$ cat src/design/pbd_dc_pkg.sv
`timescale 1ns / 1ps
// Shared widths, codes, payload types and saturation helper for the
// distance-constraint projection block. No dependencies.
package pbd_dc_pkg;

   localparam int COORD_W     = 32;
   localparam int FRAC_BITS   = 16;
   localparam int INDEX_W     = 20;
   localparam int MASS_W      = 32;
   localparam int STIFF_W     = 17;
   localparam int NAXIS       = 3;
   localparam int NLANE       = 2 * NAXIS;
   localparam int DIFF_W      = COORD_W + 1;
   localparam int WS_W        = MASS_W + 1;
   localparam int SQ_W        = 2 * DIFF_W;
   localparam int LEN_W       = DIFF_W;
   localparam int ERR_W       = LEN_W;
   localparam int KW_W        = STIFF_W + MASS_W;
   localparam int BASE_W      = DIFF_W + ERR_W;
   localparam int NUM_W       = BASE_W + KW_W;
   localparam int DEN_W       = LEN_W + WS_W + FRAC_BITS;
   localparam int QUO_W       = ERR_W;
   localparam int SUM_W       = COORD_W + 3;
   localparam int SPLIT       = 32;
   localparam int BH_W        = BASE_W - SPLIT;
   localparam int KH_W        = KW_W - SPLIT;
   localparam int LL_W        = 2 * SPLIT;
   localparam int LH_W        = BH_W + SPLIT;
   localparam int HL_W        = SPLIT + KH_W;
   localparam int HH_W        = BH_W + KH_W;
   localparam int SQRT_STAGES = LEN_W;
   localparam int DIV_STAGES  = QUO_W;
   localparam int BACK_LAT    = 2 + SQRT_STAGES + 5 + DIV_STAGES + 1;
   localparam int QDEPTH      = 4;
   localparam int QPTR_W      = 2;
   localparam int QCNT_W      = 3;
   localparam int REQ_BITS    = 2 * INDEX_W + 6 * COORD_W + 3 * MASS_W + STIFF_W;
   localparam int REQ_TDATA_W = ((REQ_BITS + 7) / 8) * 8;
   localparam int REQ_PAD_W   = REQ_TDATA_W - REQ_BITS;
   localparam int RSP_BITS    = 2 * INDEX_W + 6 * COORD_W + 2;
   localparam int RSP_TDATA_W = ((RSP_BITS + 7) / 8) * 8;
   localparam int RSP_PAD_W   = RSP_TDATA_W - RSP_BITS;

   localparam logic [STIFF_W-1:0] K_ONE = STIFF_W'(1) << FRAC_BITS;

   localparam logic [1:0] ST_APPLIED    = 2'd0;
   localparam logic [1:0] ST_FIXED      = 2'd1;
   localparam logic [1:0] ST_COINCIDENT = 2'd2;

   typedef logic signed [COORD_W-1:0] coord_type;

   // first field in the lowest bits
   typedef struct packed {
      logic [REQ_PAD_W-1:0] pad;
      logic [STIFF_W-1:0]   stiffness;
      logic [MASS_W-1:0]    rest_length;
      logic [MASS_W-1:0]    inv_mass_b;
      logic [MASS_W-1:0]    inv_mass_a;
      logic [COORD_W-1:0]   bz;
      logic [COORD_W-1:0]   by_coord;
      logic [COORD_W-1:0]   bx;
      logic [COORD_W-1:0]   az;
      logic [COORD_W-1:0]   ay;
      logic [COORD_W-1:0]   ax;
      logic [INDEX_W-1:0]   index_b;
      logic [INDEX_W-1:0]   index_a;
   } req_type;

   typedef struct packed {
      logic [RSP_PAD_W-1:0] pad;
      logic [1:0]           status;
      logic [COORD_W-1:0]   new_bz;
      logic [COORD_W-1:0]   new_by;
      logic [COORD_W-1:0]   new_bx;
      logic [COORD_W-1:0]   new_az;
      logic [COORD_W-1:0]   new_ay;
      logic [COORD_W-1:0]   new_ax;
      logic [INDEX_W-1:0]   out_index_b;
      logic [INDEX_W-1:0]   out_index_a;
   } rsp_type;

   // classified constraint, front to back
   typedef struct packed {
      logic [INDEX_W-1:0]             idx_a;
      logic [INDEX_W-1:0]             idx_b;
      logic [NAXIS-1:0][COORD_W-1:0]  a;
      logic [NAXIS-1:0][COORD_W-1:0]  b;
      logic [NAXIS-1:0][DIFF_W-1:0]   dmag;
      logic [NAXIS-1:0]               dneg;
      logic [WS_W-1:0]                ws;
      logic [MASS_W-1:0]              rest;
      logic [STIFF_W-1:0]             k;
      logic [MASS_W-1:0]              wa;
      logic [MASS_W-1:0]              wb;
   } job_type;

   typedef struct packed {
      logic [INDEX_W-1:0]             idx_a;
      logic [INDEX_W-1:0]             idx_b;
      logic [NAXIS-1:0][COORD_W-1:0]  a;
      logic [NAXIS-1:0][COORD_W-1:0]  b;
      logic [NAXIS-1:0]               dneg;
      logic                           eneg;
      logic [1:0]                     status;
   } pay_type;

   typedef struct packed {
      pay_type                        pay;
      logic [NAXIS-1:0][DIFF_W-1:0]   dmag;
      logic [WS_W-1:0]                ws;
      logic [MASS_W-1:0]              rest;
      logic [KW_W-1:0]                kwa;
      logic [KW_W-1:0]                kwb;
   } mid_type;

   function automatic coord_type sat_coord(input logic [SUM_W-1:0] v);
      logic [SUM_W-COORD_W:0] top;
      top = v[SUM_W-1:COORD_W-1];
      if (top == '0 || top == '1) begin
         return coord_type'(v[COORD_W-1:0]);
      end else if (v[SUM_W-1]) begin
         return coord_type'({1'b1, {(COORD_W-1){1'b0}}});
      end else begin
         return coord_type'({1'b0, {(COORD_W-1){1'b1}}});
      end
   endfunction

endpackage

$ cat src/design/pbd_dc_queue.sv
`timescale 1ns / 1ps
// Short queue of classified constraints between the input stage and the
// arithmetic pipeline. Uses pbd_dc_pkg.
module pbd_dc_queue (
   input  logic                  clock,
   input  logic                  reset,
   input  logic                  push,
   input  pbd_dc_pkg::job_type   din,
   input  logic                  pop,
   output pbd_dc_pkg::job_type   dout,
   output logic                  full,
   output logic                  empty
);
   import pbd_dc_pkg::*;

   job_type           mem_ff [QDEPTH];
   logic [QPTR_W-1:0] wr_ff, rd_ff;
   logic [QCNT_W-1:0] cnt_ff;

   assign full  = (cnt_ff == QCNT_W'(QDEPTH));
   assign empty = (cnt_ff == '0);
   assign dout  = mem_ff[rd_ff];

   always_ff @(posedge clock) begin
      if (reset) begin
         wr_ff  <= '0;
         rd_ff  <= '0;
         cnt_ff <= '0;
      end else begin
         if (push) begin
            wr_ff <= wr_ff + QPTR_W'(1);
         end
         if (pop) begin
            rd_ff <= rd_ff + QPTR_W'(1);
         end
         if (push && !pop) begin
            cnt_ff <= cnt_ff + QCNT_W'(1);
         end else if (pop && !push) begin
            cnt_ff <= cnt_ff - QCNT_W'(1);
         end
      end
   end

   always_ff @(posedge clock) begin
      if (push) begin
         mem_ff[wr_ff] <= din;
      end
   end

endmodule

$ cat config.mk
export PLATFORM = sky130hd
export DESIGN_NAME = pbd_dc_queue
export DESIGN_NICKNAME = d
export VERILOG_FILES = /design/src/design/pbd_dc_pkg.sv /design/src/design/pbd_dc_queue.sv
export SDC_FILE = /design/constraint.sdc
export NUM_CORES = 1
export LEC_CHECK = 0
export BUFFER_PORTS_ARGS = -buffer_cell sky130_fd_sc_hd__buf_4
export CORE_MARGIN = 2
export CORE_UTILIZATION = 30
export DETAILED_ROUTE_END_ITERATION = 7
export GPL_TIMING_DRIVEN = 0
export PLACE_DENSITY_LB_ADDON = 0.05
export SLEW_MARGIN = 20
export SYNTH_ARGS = -nofsm -noshare
export SYNTH_HDL_FRONTEND = slang
export SYNTH_SLANG_ARGS = --single-unit
$ cat constraint.sdc
create_clock -name clock -period 15.9 [get_ports clock]
set_input_delay 2.385 -clock clock [delete_from_list [all_inputs] [get_ports clock]]
set_output_delay 2.385 -clock clock [all_outputs]
set_load 0.03 [all_outputs]
======== After elaboration in Yosys (flattened, before gate mapping) ========
Memory sizes are Yosys's and may differ from the RTL's. A register that Yosys moved wholly into a read port is not among the register bits.
Cells that the tools add are included.
storage, ports and cells
  register bits after elaboration ......... 7
  RAM bits ................................ 1920
  bits of input ports ..................... 484
  output and inout port bits .............. 482
  word-level logic and storage cells ...... 21
  memories kept ........................... 1
operators by class
  $add $sub $neg .......................... 4
  equal/unequal tests ..................... 1
  muxes and demuxes ....................... 6
  reductions and logical operators ........ 6
memory list
  memory  depth  bits a word  rd ports  clocked after Yosys merged registers in  write ports  RTL line            RTL
  mem_ff  4      480          1         1                                        1            pbd_dc_queue.sv:16  job_type mem_ff [QDEPTH];
operator list
  operator                                                             number
  3-bit two-way mux                                                    2
  2-bit by 1-bit adder with 2-bit output (second input constant)       2
  2-bit two-way mux                                                    2
  3-bit by 1-bit adder with 3-bit output (second input constant)       1
  3-bit == test (second input constant)                                1
  3-bit logical NOT                                                    1
  3-bit by 1-bit subtractor with 3-bit output (second input constant)  1
  1-bit logical AND                                                    2
  1-bit logical NOT                                                    2
  1-bit two-way mux                                                    2
  2-bit nonzero test                                                   1

======== Longest topological paths before layout ========
  depth after elaboration ................. 4
  mapped depth ............................ 7
  depth with buffers taken out ............ 7

======== Least setup slack after synthesis ========
OpenSTA, ideal clock, no wires.
  path type ............................... input to register
  start point ............................. in push
  end point ............................... mem mem_ff[0][0] in the netlist's numbering, enable pin
  arrival ................................. 13.163 ns
  data required time ...................... 14.995 ns
  path slack .............................. 1.832 ns
  stages on the path ...................... 1
  path through ............................ and2_1
on the way
  longest elaborated chain between the ends .. 2
ends and longest elaborated chain
  what                                     RTL line            RTL
  start, declared                          pbd_dc_queue.sv:7   input logic push,
  1-bit two-way mux                        pbd_dc_queue.sv:45  if (push) begin
  1-bit two-way mux (implied by the code)  pbd_dc_queue.sv:46  mem_ff[wr_ff] <= din;
  end, declared                            pbd_dc_queue.sv:16
No other way between the ends.

==> results.md <==
- The setup check on the worst reg-to-reg path leaves a slack of 13.24 ns.
- The max-slew headroom at the worst pin is 38.4%.
- The worst-case reg-to-reg path depth is 7.
- During synthesis, Yosys emitted a total of 0 warnings.
- The total CTS buffers is 210.
- The worst setup path is captured at an output port.
- The final count of pins violating max slew came to 0.
- In this run the power density over the cells is 138 nW/um2.
- The data arrival time at the worst-slack endpoint is 3.36 ns.
- The floorplan step set the die height to 486 um.
- The peak ir drop on the vdd network is 0.0933 mV.
- The HPWL after detailed placement is 134000 um.
- The worst min-delay path class is reg -> reg.
- Setup violations remaining at the end of the flow were counted as 0.
- The flow ran to the end, and the final reports show no timing, DRC or antenna violations.
- Counting both buffers and inverters, the worst setup path holds a total of 4.
- In this run the count of I/O pins placed on the die edge is 966.
- The critical-path cell with the highest stage delay is sky130_fd_sc_hd__clkbuf_1.
- The final RePlAce weighted congestion is 0.739.
- For this run, the register share of the synthesized area comes to 83.1%.
- The smallest clock period supported by the final layout is computed as 5.74 ns.
- The post-synthesis net count is 3041.
- Using the TritonRoute via totals, the vias-per-cell ratio works out to 4.56.
- The first global-routing pass estimated 265000 um of wire.
- The launch instance of the worst register-to-register path is wr_ff[1]$_SDFFE_PP0P_.
- The signal on the critical path passes through buf_2 -> clkbuf_1 -> buf_2 -> mux4_2 -> buf_4.
- After filler insertion, the fill cell instance count of the layout stands at 20600.
- The number of nets in the final layout is 4269.
- Once layout is complete, the cells apart from fillers number 7009.
- The final routed wirelength across all metal layers is 190000 um.
- Once layout is done, the placed cells without fillers occupy 88600 um2.
- The H-tree depth reported by CTS is 4.
- The DRC violation count after routing is 0.
- Clock-pin slew was measured on the worst setup and hold paths at 0.06 ns.
- The initial antenna violation count is 92.
- TritonCTS built the clock tree.
- For this run, the detailed router's first-pass iteration total came to 5.
- The most used cell along the critical path is sky130_fd_sc_hd__buf_2.
- The largest stage delay on the critical path is 0.75 ns.
- The maximum buffer depth of the clock tree is 3.
- The placement row count is 176.
- The minimum setup slack in the final design is 10.16 ns.
- The region available for standard cell placement spans 230000 um2.
- The cell area that synthesis handed to floorplanning was 69600 um2.
- Among cell families on the critical path, the largest total delay comes from buffers and inverters.
- The clock insertion delay at the later pin of the skew report is 0.83 ns.
- For this configuration, the core starts out at a cell density of 30.2%.
- The count of state elements after synthesis is 1929.
- The biggest fanout along the worst timing path is 10.
- In this run the number of cells on the critical path is 5.
- The width of the die is 486 um.
- The post-CTS setup-driven buffer insertion count is 0.
- The routed layout has 31900 vias.
- In the final layout, the multi-input gates occupy 11100 um2.
- The path with the worst hold slack has its endpoint at cnt_ff[2]$_SDFFE_PP0P_.
- The element type at the critical path start is a flop.
- Entering global routing, the biggest net connects 45 pins.
- Prior to clock tree synthesis, the placed netlist has a worst setup slack of 10.79 ns.
- The leakage component of the power is 0.0293 uW.
- Across every metal layer, demand over resource in global routing totals 15.9%.
- Of the available clock period, the critical path in the final layout requires 36.1%.
- The first-iteration detailed-routing DRC count is 1740.
- In the final routed layout, each cell accounts on average for 27.1 um.
- The hold path startpoint is cnt_ff[2]$_SDFFE_PP0P_.
- The reg-to-reg critical path endpoint is mem_ff[1][360]$_DFFE_PP_.
- Setup repair after global routing left no endpoint under its margin.
- Counting every instance in the synthesized netlist gives 2551.
- The residual overflow from global routing is 0.
- Adding up every negative setup slack in the final design gives 0 ns.
- The count of port buffers added during placement is 964.
- The transition at the pin with the smallest max-transition slack is 0.925 ns.
- Measured on the finished design, the core utilization comes to 38.5%.
- The post-synthesis to final-layout area growth is 27.4%.
- Counting distinct cell types in the post-synthesis netlist gives 22.
- Once the clock tree was built, the resizer swapped 0 gates to a different size.
- The tree is rooted in a sky130_fd_sc_hd__clkbuf_16.
- The total of hold buffers inserted after clock tree synthesis is 0.
- The instance count after placement with tap cells included is 6593.
- Cells with a size suffix above 1 make up 46.9% of the layout.
- The average cell area after synthesis is 27.3 um2.
- The critical setup path kind is reg -> out.
- The count of endpoints failing hold in the final timing report is 0.
- The count of clock tree sinks is 1929.
- The area of placed instances is 81900 um2.
- For this run, the top clock speed supported by timing is 0.174 GHz.
- The number of routed nets with antenna violations is 0.
- STA puts the critical path data required time at 13.52 ns.
- The number of stages on the worst hold path is 2.
- The area of all sequential standard cells is 57800 um2.
- Max-cap violations in this run came to 0.
- On the final layout, the worst clock skew is 0.0349 ns.
- The area of the die is 236000 um2.
- The number of global-route vias before repair is 35500.
## through the flow
stage                     hold slack, ns  power [uW]
final                              0.525       12200
after global routing               0.555       12700
after CTS                          0.524       12500
after detailed placement           0.512        7710
after global placement             0.524        7870
after floorplan                    0.466        7030
## worst min-delay path, delay by kind of cell (launching register included)
kind | cells | cell delay, ns
DFF | 1 | 0.33
AOI/OAI and AO/OA | 2 | 0.14
## cells by family (layout without fill, tap and decap cells)
group	count (synthesis)	count (layout)	share of synthesized area, %
compound gates	2	2	0.0144
xor+xnor	5	5	0.0629
fa+ha+maj	6	6	0.119
buf+inv	112	1519	1.01
flops	1929	1929	83.1
mux	482	482	15.6
other cells	0	25	0
simple gates	15	15	0.106
## worst max-delay path by stage
stage                     start  slack (ns)                  endpoint
after detailed placement   flop       10.79                 dout[403]
after global placement     push       -8.79  mem_ff[1][419]$_DFFE_PP_
after CTS                  flop        9.84                 dout[403]
after floorplan            push        1.83    mem_ff[0][0]$_DFFE_PP_
final                      flop       10.16                 dout[403]
after global routing       flop        9.86                 dout[413]
## Yosys cell counts
cell type	number	area, um2
sky130_fd_sc_hd__and2_1	4	25.0
sky130_fd_sc_hd__nor3b_1	1	7.51
sky130_fd_sc_hd__dfxtp_1	9	180
sky130_fd_sc_hd__inv_1	4	15.0
sky130_fd_sc_hd__buf_4	21	158
sky130_fd_sc_hd__edfxtp_1	1920	57700
sky130_fd_sc_hd__buf_2	32	160
sky130_fd_sc_hd__or3_1	1	6.26
sky130_fd_sc_hd__ha_1	5	62.6
sky130_fd_sc_hd__nand2_1	1	3.75
sky130_fd_sc_hd__o21ai_0	1	5.00
sky130_fd_sc_hd__buf_1	18	67.6
sky130_fd_sc_hd__buf_6	22	248
sky130_fd_sc_hd__xnor2_1	2	17.5
sky130_fd_sc_hd__nor2_1	7	26.3
sky130_fd_sc_hd__fa_1	1	20.0
sky130_fd_sc_hd__mux4_2	480	10800
sky130_fd_sc_hd__a21oi_1	1	5.00
sky130_fd_sc_hd__nor3_1	1	5.00
sky130_fd_sc_hd__xor2_1	3	26.3
sky130_fd_sc_hd__mux2i_1	2	20.0
sky130_fd_sc_hd__clkbuf_1	15	56.3
## state kept, by name, indices dropped and copies added (netlist names), named ones only
register and flops:
mem_ff 1920, wr_ff 2, rd_ff 2, cnt_ff 3
## metal layers
| metal | part of all wire, % | routed length (um) | GRT usage, % |
|---|---|---|---|
| met1 | 36 | 67800 | 17.1 |
| met2 | 50 | 94100 | 26.6 |
| met3 | 12 | 22000 | 8.62 |
| met4 | 2.8 | 5410 | 5.09 |
| met5 | 0.31 | 585 | 0 |
## final cells by class
cell class / instances / share of cell area (%)
flip-flops and latches: 1929 / 65.2
multi-input cells: 510 / 12.5
repair buffers: 1016 / 9.64
clock buffers: 271 / 6.21
well taps: 3026 / 4.27
clock inverters: 120 / 1.30
plain buffers: 108 / 0.781
diodes: 25 / 0.0706
inverters: 4 / 0.0169
## placed cells by master (no fill, tap or decap)
cell / synthesis / layout
sky130_fd_sc_hd__a21oi_1: 1 / 1
sky130_fd_sc_hd__and2_4: 0 / 4
sky130_fd_sc_hd__buf_1: 18 / 18
sky130_fd_sc_hd__buf_12: 0 / 16
sky130_fd_sc_hd__buf_16: 0 / 36
sky130_fd_sc_hd__buf_2: 32 / 32
sky130_fd_sc_hd__buf_4: 21 / 985
sky130_fd_sc_hd__buf_6: 22 / 22
sky130_fd_sc_hd__bufinv_16: 0 / 17
sky130_fd_sc_hd__clkbuf_1: 15 / 73
sky130_fd_sc_hd__clkbuf_16: 0 / 211
sky130_fd_sc_hd__clkbuf_2: 0 / 2
sky130_fd_sc_hd__clkinv_1: 0 / 50
sky130_fd_sc_hd__clkinv_16: 0 / 4
sky130_fd_sc_hd__clkinv_2: 0 / 34
sky130_fd_sc_hd__clkinv_4: 0 / 1
sky130_fd_sc_hd__clkinv_8: 0 / 3
sky130_fd_sc_hd__clkinvlp_4: 0 / 4
sky130_fd_sc_hd__dfxtp_1: 9 / 9
sky130_fd_sc_hd__diode_2: 0 / 25
sky130_fd_sc_hd__edfxtp_1: 1920 / 1920
sky130_fd_sc_hd__fa_1: 1 / 1
sky130_fd_sc_hd__ha_1: 5 / 5
sky130_fd_sc_hd__inv_1: 4 / 4
sky130_fd_sc_hd__inv_16: 0 / 1
sky130_fd_sc_hd__inv_6: 0 / 6
sky130_fd_sc_hd__mux2i_1: 2 / 2
sky130_fd_sc_hd__mux4_2: 480 / 480
sky130_fd_sc_hd__nand2_1: 1 / 1
sky130_fd_sc_hd__nor2_1: 7 / 7
sky130_fd_sc_hd__nor3_1: 1 / 1
sky130_fd_sc_hd__nor3b_1: 1 / 1
sky130_fd_sc_hd__o21ai_0: 1 / 1
sky130_fd_sc_hd__or3_1: 1 / 1
sky130_fd_sc_hd__xnor2_1: 2 / 2
sky130_fd_sc_hd__xor2_1: 3 / 3
## report_power, final
part           total (uW)  switching [uW]  internal (uW)
clock                4670            1960           2720
combinational        1660            1010            649
sequential           5890            45.4           5850
total               12200            3010           9210
No activity file was read; power rests on OpenSTA's default activity.
