[config.mk]
export PLATFORM = sky130hd
export DESIGN_NAME = pbd_dc_front
export DESIGN_NICKNAME = d
export VERILOG_FILES = /design/src/design/pbd_dc_pkg.sv /design/src/design/pbd_dc_front.sv
export SDC_FILE = /design/constraint.sdc
export NUM_CORES = 1
export LEC_CHECK = 0
export BUFFER_PORTS_ARGS = -buffer_cell sky130_fd_sc_hd__buf_2
export CAP_MARGIN = 20
export CELL_PAD_IN_SITES_DETAIL_PLACEMENT = 0
export CELL_PAD_IN_SITES_GLOBAL_PLACEMENT = 1
export CORE_AREA = 3 3 328 330
export CTS_CLUSTER_SIZE = 20
export DETAILED_ROUTE_END_ITERATION = 16
export DIE_AREA = 0 0 331 333
export GPL_TIMING_DRIVEN = 1
export PLACE_DENSITY_LB_ADDON = 0.1
export SLEW_MARGIN = 20
export SYNTH_ARGS = -nofsm -noshare
export SYNTH_HDL_FRONTEND = slang
export SYNTH_SLANG_ARGS = --single-unit
[constraint.sdc]
create_clock -name clock -period 15.1 [get_ports clock]
set_clock_uncertainty 0.1 [all_clocks]
set_input_delay 1.51 -clock clock [delete_from_list [all_inputs] [get_ports clock]]
set_output_delay 1.51 -clock clock [all_outputs]
set_load 0.01 [all_outputs]
[src/design/pbd_dc_pkg.sv]
`timescale 1ns / 1ps
// Shared widths, codes, payload types and saturation helper for the
// distance-constraint projection block. No dependencies.
package pbd_dc_pkg;

   localparam int COORD_W     = 32;
   localparam int FRAC_BITS   = 16;
   localparam int INDEX_W     = 20;
   localparam int MASS_W      = 32;
   localparam int STIFF_W     = 17;
   localparam int NAXIS       = 3;
   localparam int NLANE       = 2 * NAXIS;
   localparam int DIFF_W      = COORD_W + 1;
   localparam int WS_W        = MASS_W + 1;
   localparam int SQ_W        = 2 * DIFF_W;
   localparam int LEN_W       = DIFF_W;
   localparam int ERR_W       = LEN_W;
   localparam int KW_W        = STIFF_W + MASS_W;
   localparam int BASE_W      = DIFF_W + ERR_W;
   localparam int NUM_W       = BASE_W + KW_W;
   localparam int DEN_W       = LEN_W + WS_W + FRAC_BITS;
   localparam int QUO_W       = ERR_W;
   localparam int SUM_W       = COORD_W + 3;
   localparam int SPLIT       = 32;
   localparam int BH_W        = BASE_W - SPLIT;
   localparam int KH_W        = KW_W - SPLIT;
   localparam int LL_W        = 2 * SPLIT;
   localparam int LH_W        = BH_W + SPLIT;
   localparam int HL_W        = SPLIT + KH_W;
   localparam int HH_W        = BH_W + KH_W;
   localparam int SQRT_STAGES = LEN_W;
   localparam int DIV_STAGES  = QUO_W;
   localparam int BACK_LAT    = 2 + SQRT_STAGES + 5 + DIV_STAGES + 1;
   localparam int QDEPTH      = 4;
   localparam int QPTR_W      = 2;
   localparam int QCNT_W      = 3;
   localparam int REQ_BITS    = 2 * INDEX_W + 6 * COORD_W + 3 * MASS_W + STIFF_W;
   localparam int REQ_TDATA_W = ((REQ_BITS + 7) / 8) * 8;
   localparam int REQ_PAD_W   = REQ_TDATA_W - REQ_BITS;
   localparam int RSP_BITS    = 2 * INDEX_W + 6 * COORD_W + 2;
   localparam int RSP_TDATA_W = ((RSP_BITS + 7) / 8) * 8;
   localparam int RSP_PAD_W   = RSP_TDATA_W - RSP_BITS;

   localparam logic [STIFF_W-1:0] K_ONE = STIFF_W'(1) << FRAC_BITS;

   localparam logic [1:0] ST_APPLIED    = 2'd0;
   localparam logic [1:0] ST_FIXED      = 2'd1;
   localparam logic [1:0] ST_COINCIDENT = 2'd2;

   typedef logic signed [COORD_W-1:0] coord_type;

   // first field in the lowest bits
   typedef struct packed {
      logic [REQ_PAD_W-1:0] pad;
      logic [STIFF_W-1:0]   stiffness;
      logic [MASS_W-1:0]    rest_length;
      logic [MASS_W-1:0]    inv_mass_b;
      logic [MASS_W-1:0]    inv_mass_a;
      logic [COORD_W-1:0]   bz;
      logic [COORD_W-1:0]   by_coord;
      logic [COORD_W-1:0]   bx;
      logic [COORD_W-1:0]   az;
      logic [COORD_W-1:0]   ay;
      logic [COORD_W-1:0]   ax;
      logic [INDEX_W-1:0]   index_b;
      logic [INDEX_W-1:0]   index_a;
   } req_type;

   typedef struct packed {
      logic [RSP_PAD_W-1:0] pad;
      logic [1:0]           status;
      logic [COORD_W-1:0]   new_bz;
      logic [COORD_W-1:0]   new_by;
      logic [COORD_W-1:0]   new_bx;
      logic [COORD_W-1:0]   new_az;
      logic [COORD_W-1:0]   new_ay;
      logic [COORD_W-1:0]   new_ax;
      logic [INDEX_W-1:0]   out_index_b;
      logic [INDEX_W-1:0]   out_index_a;
   } rsp_type;

   // classified constraint, front to back
   typedef struct packed {
      logic [INDEX_W-1:0]             idx_a;
      logic [INDEX_W-1:0]             idx_b;
      logic [NAXIS-1:0][COORD_W-1:0]  a;
      logic [NAXIS-1:0][COORD_W-1:0]  b;
      logic [NAXIS-1:0][DIFF_W-1:0]   dmag;
      logic [NAXIS-1:0]               dneg;
      logic [WS_W-1:0]                ws;
      logic [MASS_W-1:0]              rest;
      logic [STIFF_W-1:0]             k;
      logic [MASS_W-1:0]              wa;
      logic [MASS_W-1:0]              wb;
   } job_type;

   typedef struct packed {
      logic [INDEX_W-1:0]             idx_a;
      logic [INDEX_W-1:0]             idx_b;
      logic [NAXIS-1:0][COORD_W-1:0]  a;
      logic [NAXIS-1:0][COORD_W-1:0]  b;
      logic [NAXIS-1:0]               dneg;
      logic                           eneg;
      logic [1:0]                     status;
   } pay_type;

   typedef struct packed {
      pay_type                        pay;
      logic [NAXIS-1:0][DIFF_W-1:0]   dmag;
      logic [WS_W-1:0]                ws;
      logic [MASS_W-1:0]              rest;
      logic [KW_W-1:0]                kwa;
      logic [KW_W-1:0]                kwb;
   } mid_type;

   function automatic coord_type sat_coord(input logic [SUM_W-1:0] v);
      logic [SUM_W-COORD_W:0] top;
      top = v[SUM_W-1:COORD_W-1];
      if (top == '0 || top == '1) begin
         return coord_type'(v[COORD_W-1:0]);
      end else if (v[SUM_W-1]) begin
         return coord_type'({1'b1, {(COORD_W-1){1'b0}}});
      end else begin
         return coord_type'({1'b0, {(COORD_W-1){1'b1}}});
      end
   endfunction

endpackage

[src/design/pbd_dc_front.sv]
`timescale 1ns / 1ps
// Input stage: unpacks a constraint, forms the difference vector, mass sum
// and clamped stiffness, and holds it until the queue takes it. Uses pbd_dc_pkg.
module pbd_dc_front (
   input  logic                                 clock,
   input  logic                                 reset,
   input  logic                                 req_tvalid,
   output logic                                 req_tready,
   input  logic [pbd_dc_pkg::REQ_TDATA_W-1:0]   req_tdata,
   output logic                                 push,
   input  logic                                 q_full,
   output pbd_dc_pkg::job_type                  job
);
   import pbd_dc_pkg::*;

   logic    front_v_ff;
   job_type front_ff, front_in;
   logic    load;

   always_comb begin
      req_type                     r;
      logic [NAXIS-1:0][COORD_W-1:0] av;
      logic [NAXIS-1:0][COORD_W-1:0] bv;
      logic [DIFF_W-1:0]           diff;
      r = req_type'(req_tdata);
      av[0] = r.ax;
      av[1] = r.ay;
      av[2] = r.az;
      bv[0] = r.bx;
      bv[1] = r.by_coord;
      bv[2] = r.bz;
      front_in.idx_a = r.index_a;
      front_in.idx_b = r.index_b;
      front_in.a     = av;
      front_in.b     = bv;
      for (int i = 0; i < NAXIS; i++) begin
         diff = DIFF_W'($signed(bv[i])) - DIFF_W'($signed(av[i]));
         front_in.dneg[i] = diff[DIFF_W-1];
         front_in.dmag[i] = diff[DIFF_W-1] ? (~diff + DIFF_W'(1)) : diff;
      end
      front_in.ws   = WS_W'(r.inv_mass_a) + WS_W'(r.inv_mass_b);
      front_in.rest = r.rest_length;
      front_in.k    = (r.stiffness > K_ONE) ? K_ONE : r.stiffness;
      front_in.wa   = r.inv_mass_a;
      front_in.wb   = r.inv_mass_b;
   end

   assign req_tready = !front_v_ff || !q_full;
   assign load       = req_tvalid && req_tready;
   assign push       = front_v_ff && !q_full;
   assign job        = front_ff;

   always_ff @(posedge clock) begin
      if (reset) begin
         front_v_ff <= 1'b0;
      end else if (load) begin
         front_v_ff <= 1'b1;
      end else if (push) begin
         front_v_ff <= 1'b0;
      end
   end

   always_ff @(posedge clock) begin
      if (load) begin
         front_ff <= front_in;
      end
   end

endmodule

After elaboration in Yosys (flattened, before gate mapping)

Index checks and enable logic that the tools add are counted.

Flip-flop bits (word level): 481
Output and inout port bits: 482

Add/subtract/negate cells: 7
Order comparisons: 1
Mux-type cells: 5
Bitwise logic cells: 3
Reduce and logical (&&, ||, !) cells: 6

Operator list:

| cell                    | count |
|---|---|
| $add A33 B1 Y33 const B | 3 |
| $not A33 Y33            | 3 |
| $sub A32 B32 Y33        | 3 |
| $mux W32                | 3 |
| $add A32 B32 Y33        | 1 |
| $gt A17 B17 Y1 const B  | 1 |
| $logic_and A1 B1 Y1     | 2 |
| $logic_not A1 Y1        | 2 |
| $mux W1                 | 2 |
| $reduce_bool A2 Y1      | 1 |
| $logic_or A1 B1 Y1      | 1 |

Longest topological paths before layout

Gate-level depths: netlist of the first run.

Word-level depth: 4
Gate-level depth with buffers: 16
Mapped depth without buffers: 14

Worst setup path before layout of the first run

OpenSTA, ideal clock, no wires.

Kind: input to register
Start: input q_full
End: register front_ff, in the netlist job[0] (enable)
Setup time: 0.910 ns
Data arrival time: 12.532 ns
Required time: 14.090 ns
Path slack: 1.558 ns
Stages: 2
Path buffers: 0
Cells stage by stage: nand2_1 and2_1

Longest elaborated chain between the ends: 3

RTL lines:

| what                   | line               | source |
|---|---|---|
| start: declaration     | pbd_dc_front.sv:11 | `input logic q_full,` |
| $logic_not A1 Y1       | pbd_dc_front.sv:48 | `assign req_tready = !front_v_ff \|\| !q_full;` |
| $logic_or A1 B1 Y1     | pbd_dc_front.sv:48 |  |
| $logic_and A1 B1 Y1    | pbd_dc_front.sv:49 | `assign load = req_tvalid && req_tready;` |
| named net load         | pbd_dc_front.sv:18 | `logic load;` |
| end signal: assignment | pbd_dc_front.sv:65 | `front_ff <= front_in;` |
| end: declaration       | pbd_dc_front.sv:17 | `job_type front_ff, front_in;` |

The timed path passes the listed nets, and every way through them passes these cells.
A chain may end at the register's enable or synchronous reset.

==> results.ini, run 1 <==
[timing]
worst_pin_slew_ps = 1120
period_share_pct = 36.6
min_period_ps = 5520
drv_slew = 0
setup_viol = 0
clock.fmax_ghz = 0.181
finalHoldViolCount = 0
slew-limit-headroom_pct = 25.4
setup_tns_ps = 0
rsz0062_at_grt = false

[detailed_routing]
drt-pass1-iter-count = 5
drtIter0Drc = 968
drc = 0
wire_per_inst_um = 20.5
ant_nets = 0
viasPerCell = 4.55
dr.max_layer_used = met5
dr_wl_met3_mm = 7.76
vias = 19900
wl_met1_mm = 36.5
met2RoutedLength_mm = 43.3
wirelength_mm = 89.4

[global_routing]
grt_usage_pct = 15.5
grt_pass1_vias = 20500
grt_max_degree = 150
grt_first_pass_wirelength_mm = 130
grt_overflow_total = 0
antenna_found_initial = 13

[place]
hpwl_mm = 72.9
io_buffers = 830
dpl_cell_area_sq_um = 30600
gp_congestion = 0.830
dp.cells = 4254

[worst_setup_path]
path_depth = 13
cp-start-kind = input port
crit_type = in2reg
path_buf_inv = 1
cp_max_fo = 5
arrival_ps = 5800
cpMaxStageDelayCell = o31ai_1
crit_path_cell_trace = buf_2, ha_1, fa_1, nand2b_1, a21oi_1, o21a_1, a21oi_1, o31ai_1, a31oi_1, xnor2_1, nor4_1, a41oi_1, xor2_1
cp_top_family = compound AO/OA/AOI/OAI gates
rr_worst_depth = 4
path_common_cell = a21oi_1
required_ps = 15380
end_kind = register
critPathMaxStageDelay_ps = 820

[finish]
drive_gt1_share_pct = 32.2
fin_util_pct = 31.0
fill_cells = 11000
stdcell_count = 4367
nNetsFinal = 3416
synthToLayoutAreaGrowth_pct = 31.5
final_cell_area_sq_um = 32600

[clock_tree]
postCtsSetupBuffers = 0
ctsLongestPathBuffers = 3
clk_pin_slew_ps = 60
clock-sinks = 481
clock-root-buffer = clkbuf_16
cts_hold_buffers = 0
htree_levels = 2
cts_tree = built
clock_latency_ps = 650
cts_made_buffers = 60
post_cts_resized = 0

[yosys]
synth_area_leaders = edfxtp_1, ha_1, xnor2_1, a21oi_1, inv_1
synth_flop_cell = edfxtp_1
syn_avg_cell_area_sq_um = 12.0
synth_edf_count = 480
yosysTopAreaCell = edfxtp_1
syn-instance-count = 2071
yosys.cell_types.count = 86
synth_nets = 2562
synth_top_cell_area_share_pct = 58.2
yosysWarningCount = 0
synth_area_sq_um = 24800
ys_ff_latch = 481
async_reset_ff_share_pct = 0
ys_seq_area_share_pct = 58.3

[die]
fp-row-count = 119
io_pins = 838
die_h_um = 333
die_width_um = 331
start_util_pct = 23.6
core-area_sq_um = 105000
fp.dieArea_sq_um = 110000

[min_path]
hold_depth = 2
hold_path.class = reg2reg

[power_and_ir_drop]
power_density_nw_per_um2 = 123
p_int_uw = 2840
peakVddDrop_mv = 0.0920
p_clk_share_pct = 36.2
p_sw_uw = 1180
seqPwrFrac_pct = 41.6
pwr-share-comb_pct = 22.2
swShare_pct = 29.4
leakage_uw = 0.0136

[flow_run]
drv_cap = 0

[status]
status = finished clean

-- cell families after synthesis --
kind of cell             synth area share (%)
AND/OR/NAND/NOR                          11.7
AO/OA/AOI/OAI                            13.9
flip-flops                               58.3
buffers and inverters                    2.93
XOR/XNOR                                 5.94
adder cells (fa/ha/maj)                  6.94
multiplexers                            0.283
-- sequential cells by signal (all words and copies together), names as in the netlist --
| name | flops |
|---|---|
| front_v_ff | 1 |
| job | 480 |
-- path summary, 6_finish.rpt --
kind	slack, ps	start	to
setup reg to reg	11630	front_v_ff$_SDFFE_PP0P_	job[144]$_DFFE_PP_
hold reg to reg	420	front_v_ff$_SDFFE_PP0P_	front_v_ff$_SDFFE_PP0P_
hold / removal	420	front_v_ff$_SDFFE_PP0P_	front_v_ff$_SDFFE_PP0P_
setup / recovery	9580	req_tdata[104]	job[246]$_DFFE_PP_
-- placed cells by master (no fill, tap or decap), types with 11 or more instances in the layout --
cell	synthesis	layout
nand2_1	115	115
o31ai_1	13	13
o21ai_0	95	95
buf_4	0	11
edfxtp_1	480	480
nand3_1	34	34
xnor2_1	108	108
o21a_1	23	23
a211oi_1	21	21
a2111oi_0	11	11
o211ai_1	25	25
a21oi_1	154	154
or3_1	21	21
buf_2	1	830
a31oi_1	26	25
ha_1	131	131
clkbuf_16	0	60
clkbuf_1	46	15
and2_1	21	20
o21bai_1	12	12
xor2_1	60	60
inv_1	141	141
nand4_1	26	26
nand2b_1	33	33
and3_1	26	26
nor2_1	133	133
nor4_1	21	21
nor2b_1	36	36
a21o_1	52	52
nor3_1	50	50
-- worst reg2reg max path: cells and delay by family (launching register included) --
kind / cells / cell delay [ps]
AND/OR/NAND/NOR: 2 / 760
flip-flops: 1 / 320
buffers and inverters: 2 / 1770
-- cell type report --
cell class / count / area, sq um / area share (%)
antenna: 4 / 10.0 / 0.0307
multi-input combinational: 1397 / 9620 / 29.5
clock buffer: 75 / 1560 / 4.78
timing repair buffer: 842 / 4260 / 13.1
sequential: 481 / 14400 / 44.3
tap: 1391 / 1740 / 5.34
inverter: 143 / 537 / 1.65
clock inverter: 34 / 424 / 1.30
-- metrics by stage --
step,hold WS (ps),setup WS (ps),power (uW)
4_1_cts,417,9670,4100
5_1_grt,436,9320,4240
6_report,418,9580,4020
3_3_place_gp,395,8950,2610
2_1_floorplan,365,1560,2260
3_5_place_dp,395,8960,2610
-- metal layers --
layer	track usage (%)	vias up
met5	0	-
met3	5.05	116
met1	18.5	9508
met2	27.1	673
li1	-	9554
met4	3.40	8
-- cell usage after synthesis, types with 23 or more instances --
cell	count
nor2_1	133
o211ai_1	25
nand4_1	26
o21ai_0	95
nor3_1	50
ha_1	131
a21oi_1	154
clkbuf_1	46
nand2_1	115
nand2b_1	33
edfxtp_1	480
a31oi_1	26
a21o_1	52
nor2b_1	36
nand3_1	34
xor2_1	60
inv_1	141
o21a_1	23
xnor2_1	108
and3_1	26
-- power by group through the flow --
stage | Combinational (uW) | Clock [uW] | Sequential [uW]
final | 894 | 1450 | 1670
after global routing | 995 | 1560 | 1680
after floorplan | 463 | 0 | 1800
after detailed placement | 910 | 0 | 1700
after global placement | 908 | 0 | 1700
after CTS | 913 | 1510 | 1670
Power figures use the tool's default switching activity.
==> run 2: changes to the inputs <==
==> constraint.sdc (replaced) <==
create_clock -name clock -period 5 [get_ports clock]
set_clock_uncertainty 0.1 [all_clocks]
set_input_delay 0.5 -clock clock [delete_from_list [all_inputs] [get_ports clock]]
set_output_delay 0.5 -clock clock [all_outputs]
set_load 0.01 [all_outputs]
==> run 2 against run 1 <==
  * Die area did not move
  * Register-to-register slack got worse by 8700 ps
  * Via count up 6.4%
  * Critical endpoint is now job[177]$_DFFE_PP_
  * Largest cell class unchanged
==> results.ini, run 2 (synthesized netlist as in run 1, its figures left out) <==
[timing]
slew-limit-headroom_pct = 39.8
period_share_pct = 92.3
setup_tns_ps = 0
setup_viol = 0
worst_pin_slew_ps = 896
setup_slack_ps = 386
finalHoldViolCount = 0
min_period_ps = 4610
clock.fmax_ghz = 0.217
drv_slew = 0
rsz0062_at_grt = false

[power_and_ir_drop]
peakVddDrop_mv = 0.242
leakage_uw = 0.0151
power_density_nw_per_um2 = 344
p_total_uw = 12400

[detailed_routing]
drtIter0Drc = 1004
vias = 21100
ant_nets = 0
viasPerCell = 4.48
drc = 0
drt-pass1-iter-count = 5
wire_per_inst_um = 19.9
wirelength_mm = 93.6

[clock_tree]
clock-root-buffer = clkbuf_16
htree_levels = 2
ctsLongestPathBuffers = 3
clock_latency_ps = 650
clock-sinks = 481
clk_pin_slew_ps = 60
cts_tree = built
postCtsSetupBuffers = 0
cts_made_buffers = 59

[die]
die_width_um = 331
start_util_pct = 23.6
fp-row-count = 119
die_h_um = 333
io_pins = 838
fp.dieArea_sq_um = 110000
core-area_sq_um = 105000

[place]
dp_slack_ps = 263
gp_congestion = 0.832
io_buffers = 830
hpwl_mm = 75.1

[flow_run]
drv_cap = 0

[worst_setup_path]
cp-start-kind = input port
end_kind = register
required_ps = 5260
rr_worst_depth = 4
arrival_ps = 4870
crit_type = in2reg
cp_max_fo = 6

[finish]
largest_reg_flops = 480
synthToLayoutAreaGrowth_pct = 45.8
fill_cells = 10800
drive_gt1_share_pct = 29.5
final_cell_mix = buf_2, edfxtp_1, dlygate4sd3_1, a21oi_1, inv_1
final_common_cell = buf_2
nNetsFinal = 3761

[global_routing]
grt_first_pass_wirelength_mm = 138
grt_pass1_vias = 22000
antenna_found_initial = 4
grt_usage_pct = 16.3
grt_overflow_total = 0
grt_max_degree = 103

[min_path]
hold_depth = 1
hold_path.class = in2reg

[status]
status = finished clean

-- run 2: stage by stage --
stage / utilization [%] / cells / hold WS [ps] / instance area (sq um)
4_1_cts: 34.4 / 4712 / 1.24 / 36100
6_report: 34.4 / 4713 / 52.0 / 36100
5_1_grt: 34.4 / 4712 / 8.77 / 36100
3_5_place_dp: 29.3 / 4271 / 397 / 30800
2_1_floorplan: - / 2071 / 365 / 24800
3_3_place_gp: 29.3 / 4271 / 381 / 30800
-- run 2: path summary, 6_finish.rpt --
| path | slack [ps] | endpoint | start |
|---|---|---|---|
| worst max register to register | 2940 | job[83]$_DFFE_PP_ | front_v_ff$_SDFFE_PP0P_ |
| worst min-delay path | 50 | job[403]$_DFFE_PP_ | req_tdata[99] |
| worst max-delay path | 390 | job[177]$_DFFE_PP_ | req_tdata[45] |
| worst min register to register | 860 | job[280]$_DFFE_PP_ | front_v_ff$_SDFFE_PP0P_ |
-- run 2: area by class of cell --
cell class                 count  area (sq um)  share of cell area, %
clock inverter                43           468                   1.30
inverter                     143           537                   1.49
timing repair buffer        1188          7760                   21.5
sequential                   481         14400                   40.0
clock buffer                  69          1550                   4.30
tap                         1391          1740                   4.82
antenna                        1          2.50                0.00693
multi-input combinational   1397          9620                   26.6
-- run 2: worst max-delay path: stages --
cell	delay, ps
dlygate4sd3_1	540
buf_2	110
inv_1	40
ha_1	350
a21o_1	200
or3_1	420
o21a_1	300
o311ai_0	640
nand4_1	290
nor4_1	450
inv_1	130
nor4_2	540
a31oi_1	180
xor2_1	180
-- run 2: timing repair --
item | 4_1_cts | 5_1_grt
endpoints found under the hold margin | 329 | 0
gates resized for setup | 0 | 0
hold buffers | 329 | 0
-- run 2: per-layer routing --
metal	global-route usage (%)	wire [um]
met1	19.7	38600
met2	28.6	45800
met3	4.43	7230
met4	3.98	1980
met5	0	20
-- run 2: report_power, final --
part	leakage [uW]	switching [uW]	internal (uW)
clock network	0.000980	1810	2640
registers	0.00466	104	4940
logic	0.00945	1760	1200
==> run 3: changes to the inputs <==
==> constraint.sdc (replaced) <==
create_clock -name clock -period 4.5 [get_ports clock]
set_clock_uncertainty 0.1 [all_clocks]
set_input_delay 0.45 -clock clock [delete_from_list [all_inputs] [get_ports clock]]
set_output_delay 0.45 -clock clock [all_outputs]
set_load 0.01 [all_outputs]
==> run 3 against run 2 <==
  * First-iteration DRC count up 9.2%
  * Combinational power up 15%
  * Critical path depth unchanged
  * Largest cell class unchanged
  * Clock power about the same
  * Sequential cell count unchanged
==> results.ini, run 3 (synthesized netlist as in run 1, its figures left out) <==
[timing]
setup_viol = 0
rsz0062_at_grt = false
setup_slack_ps = 221
slew-limit-headroom_pct = 38.9
min_period_ps = 4280
period_share_pct = 95.1
drv_slew = 0
finalHoldViolCount = 0
worst_pin_slew_ps = 904
setup_tns_ps = 0
clock.fmax_ghz = 0.234

[finish]
seqCellArea_sq_um = 14400
largest_reg_flops = 480
final_common_cell = buf_2
fin_util_pct = 34.6
final_cell_mix = buf_2, edfxtp_1, dlygate4sd3_1, a21oi_1, inv_1
fill_cells = 10700
stdcell_count = 4759
drive_gt1_share_pct = 30.1
multi_input_area_sq_um = 9650
nNetsFinal = 3812
synthToLayoutAreaGrowth_pct = 46.7

[detailed_routing]
ant_nets = 0
wire_per_inst_um = 19.9
viasPerCell = 4.50
drt-pass1-iter-count = 5
wirelength_mm = 94.5
drtIter0Drc = 1096
drc = 0
vias = 21400

[die]
fp.dieArea_sq_um = 110000
die_h_um = 333
die_width_um = 331
start_util_pct = 23.6
core-area_sq_um = 105000
io_pins = 838
fp-row-count = 119

[global_routing]
grt_overflow_total = 0
grt_max_degree = 123
grt_usage_pct = 16.3
grt_pass1_vias = 22200
grt_first_pass_wirelength_mm = 138
antenna_found_initial = 5

[worst_setup_path]
rr_worst_depth = 4
cp_max_fo = 5
arrival_ps = 4560
path_common_cell = xnor2_1
reg2reg_to = job[380]$_DFFE_PP_
crit_type = in2reg
cp_top_family = simple AND/OR/NAND/NOR gates
r2r_start = front_v_ff$_SDFFE_PP0P_
end_kind = register
cp-start-kind = input port
cpMaxStageDelayCell = or4_1
crit_path_cell_trace = dlygate4sd3_1, buf_2, ha_1, a21o_1, or3_1, o211a_1, o31ai_2, nor2b_1, xnor2_1, or4_1, nor4_2, buf_4, a31oi_1, xnor2_1
required_ps = 4780
rrSetupSlack_ps = 2380
startpoint = req_tdata[140]
critPathMaxStageDelay_ps = 600
path_buf_inv = 3

[place]
dp.cells = 4309
gp_congestion = 0.834
hpwl_mm = 75.6
dp_slack_ps = 5.52
io_buffers = 830

[flow_run]
drv_cap = 0

[power_and_ir_drop]
leakage_uw = 0.0152
power_density_nw_per_um2 = 371
p_total_uw = 13500
peakVddDrop_mv = 0.300

[clock_tree]
postCtsSetupBuffers = 0
clock_latency_ps = 630
cts_tree = built
clock-root-buffer = clkbuf_16
htree_levels = 2
ctsLongestPathBuffers = 3
clock-sinks = 481
clk_pin_slew_ps = 60
cts_made_buffers = 57

[min_path]
hold_start = req_tdata[332]
hold_end = job[68]$_SDFFCE_PN0P_
hold_depth = 2
hold_path.class = in2reg

[status]
status = finished clean

[run 3: metrics by stage]
step	instance area [sq um]	hold WS, ps
2_1_floorplan	24800	365
3_3_place_gp	31100	382
3_5_place_dp	31100	402
4_1_cts	36300	0.903
5_1_grt	36300	37.3
6_report	36300	59.3
[run 3: worst max-delay path by stage]
stage	endpoint	depth (start not counted)
2_1_floorplan	job[0]$_DFFE_PP_	2
3_3_place_gp	job[208]$_DFFE_PP_	14
3_5_place_dp	job[208]$_DFFE_PP_	14
4_1_cts	job[208]$_DFFE_PP_	14
5_1_grt	job[180]$_DFFE_PP_	14
6_report	job[180]$_DFFE_PP_	14
[run 3: power breakdown]
| group | internal [uW] | switching (uW) | total [uW] |
|---|---|---|---|
| Sequential | 5490 | 121 | 5610 |
| Combinational | 1400 | 1990 | 3390 |
| Clock | 2560 | 1920 | 4480 |
| Total | 9440 | 4030 | 13500 |
[run 3: cell type report]
cell class | count | share of cell area, %
Sequential cell | 481 | 39.7
Multi-Input combinational cell | 1397 | 26.6
Timing Repair Buffer | 1241 | 22.5
Tap cell | 1391 | 4.79
Clock buffer | 69 | 4.05
Inverter | 143 | 1.48
Clock inverter | 34 | 0.840
Antenna cell | 3 | 0.0207
[run 3: metal layers]
layer	vias to the layer above	GRT usage [%]	routed length, um
met5	-	0	27
met4	4	4.56	2670
met3	126	4.68	7110
met2	707	28.2	45400
met1	10300	19.7	39300
li1	10300	-	-
[run 3: what timing repair did]
action | 4_1_cts | 5_1_grt
hold buffers | 344 | 0
setup endpoints to repair | 0 | 25
endpoints found under the hold margin | 344 | 0
resized for setup | 0 | 9
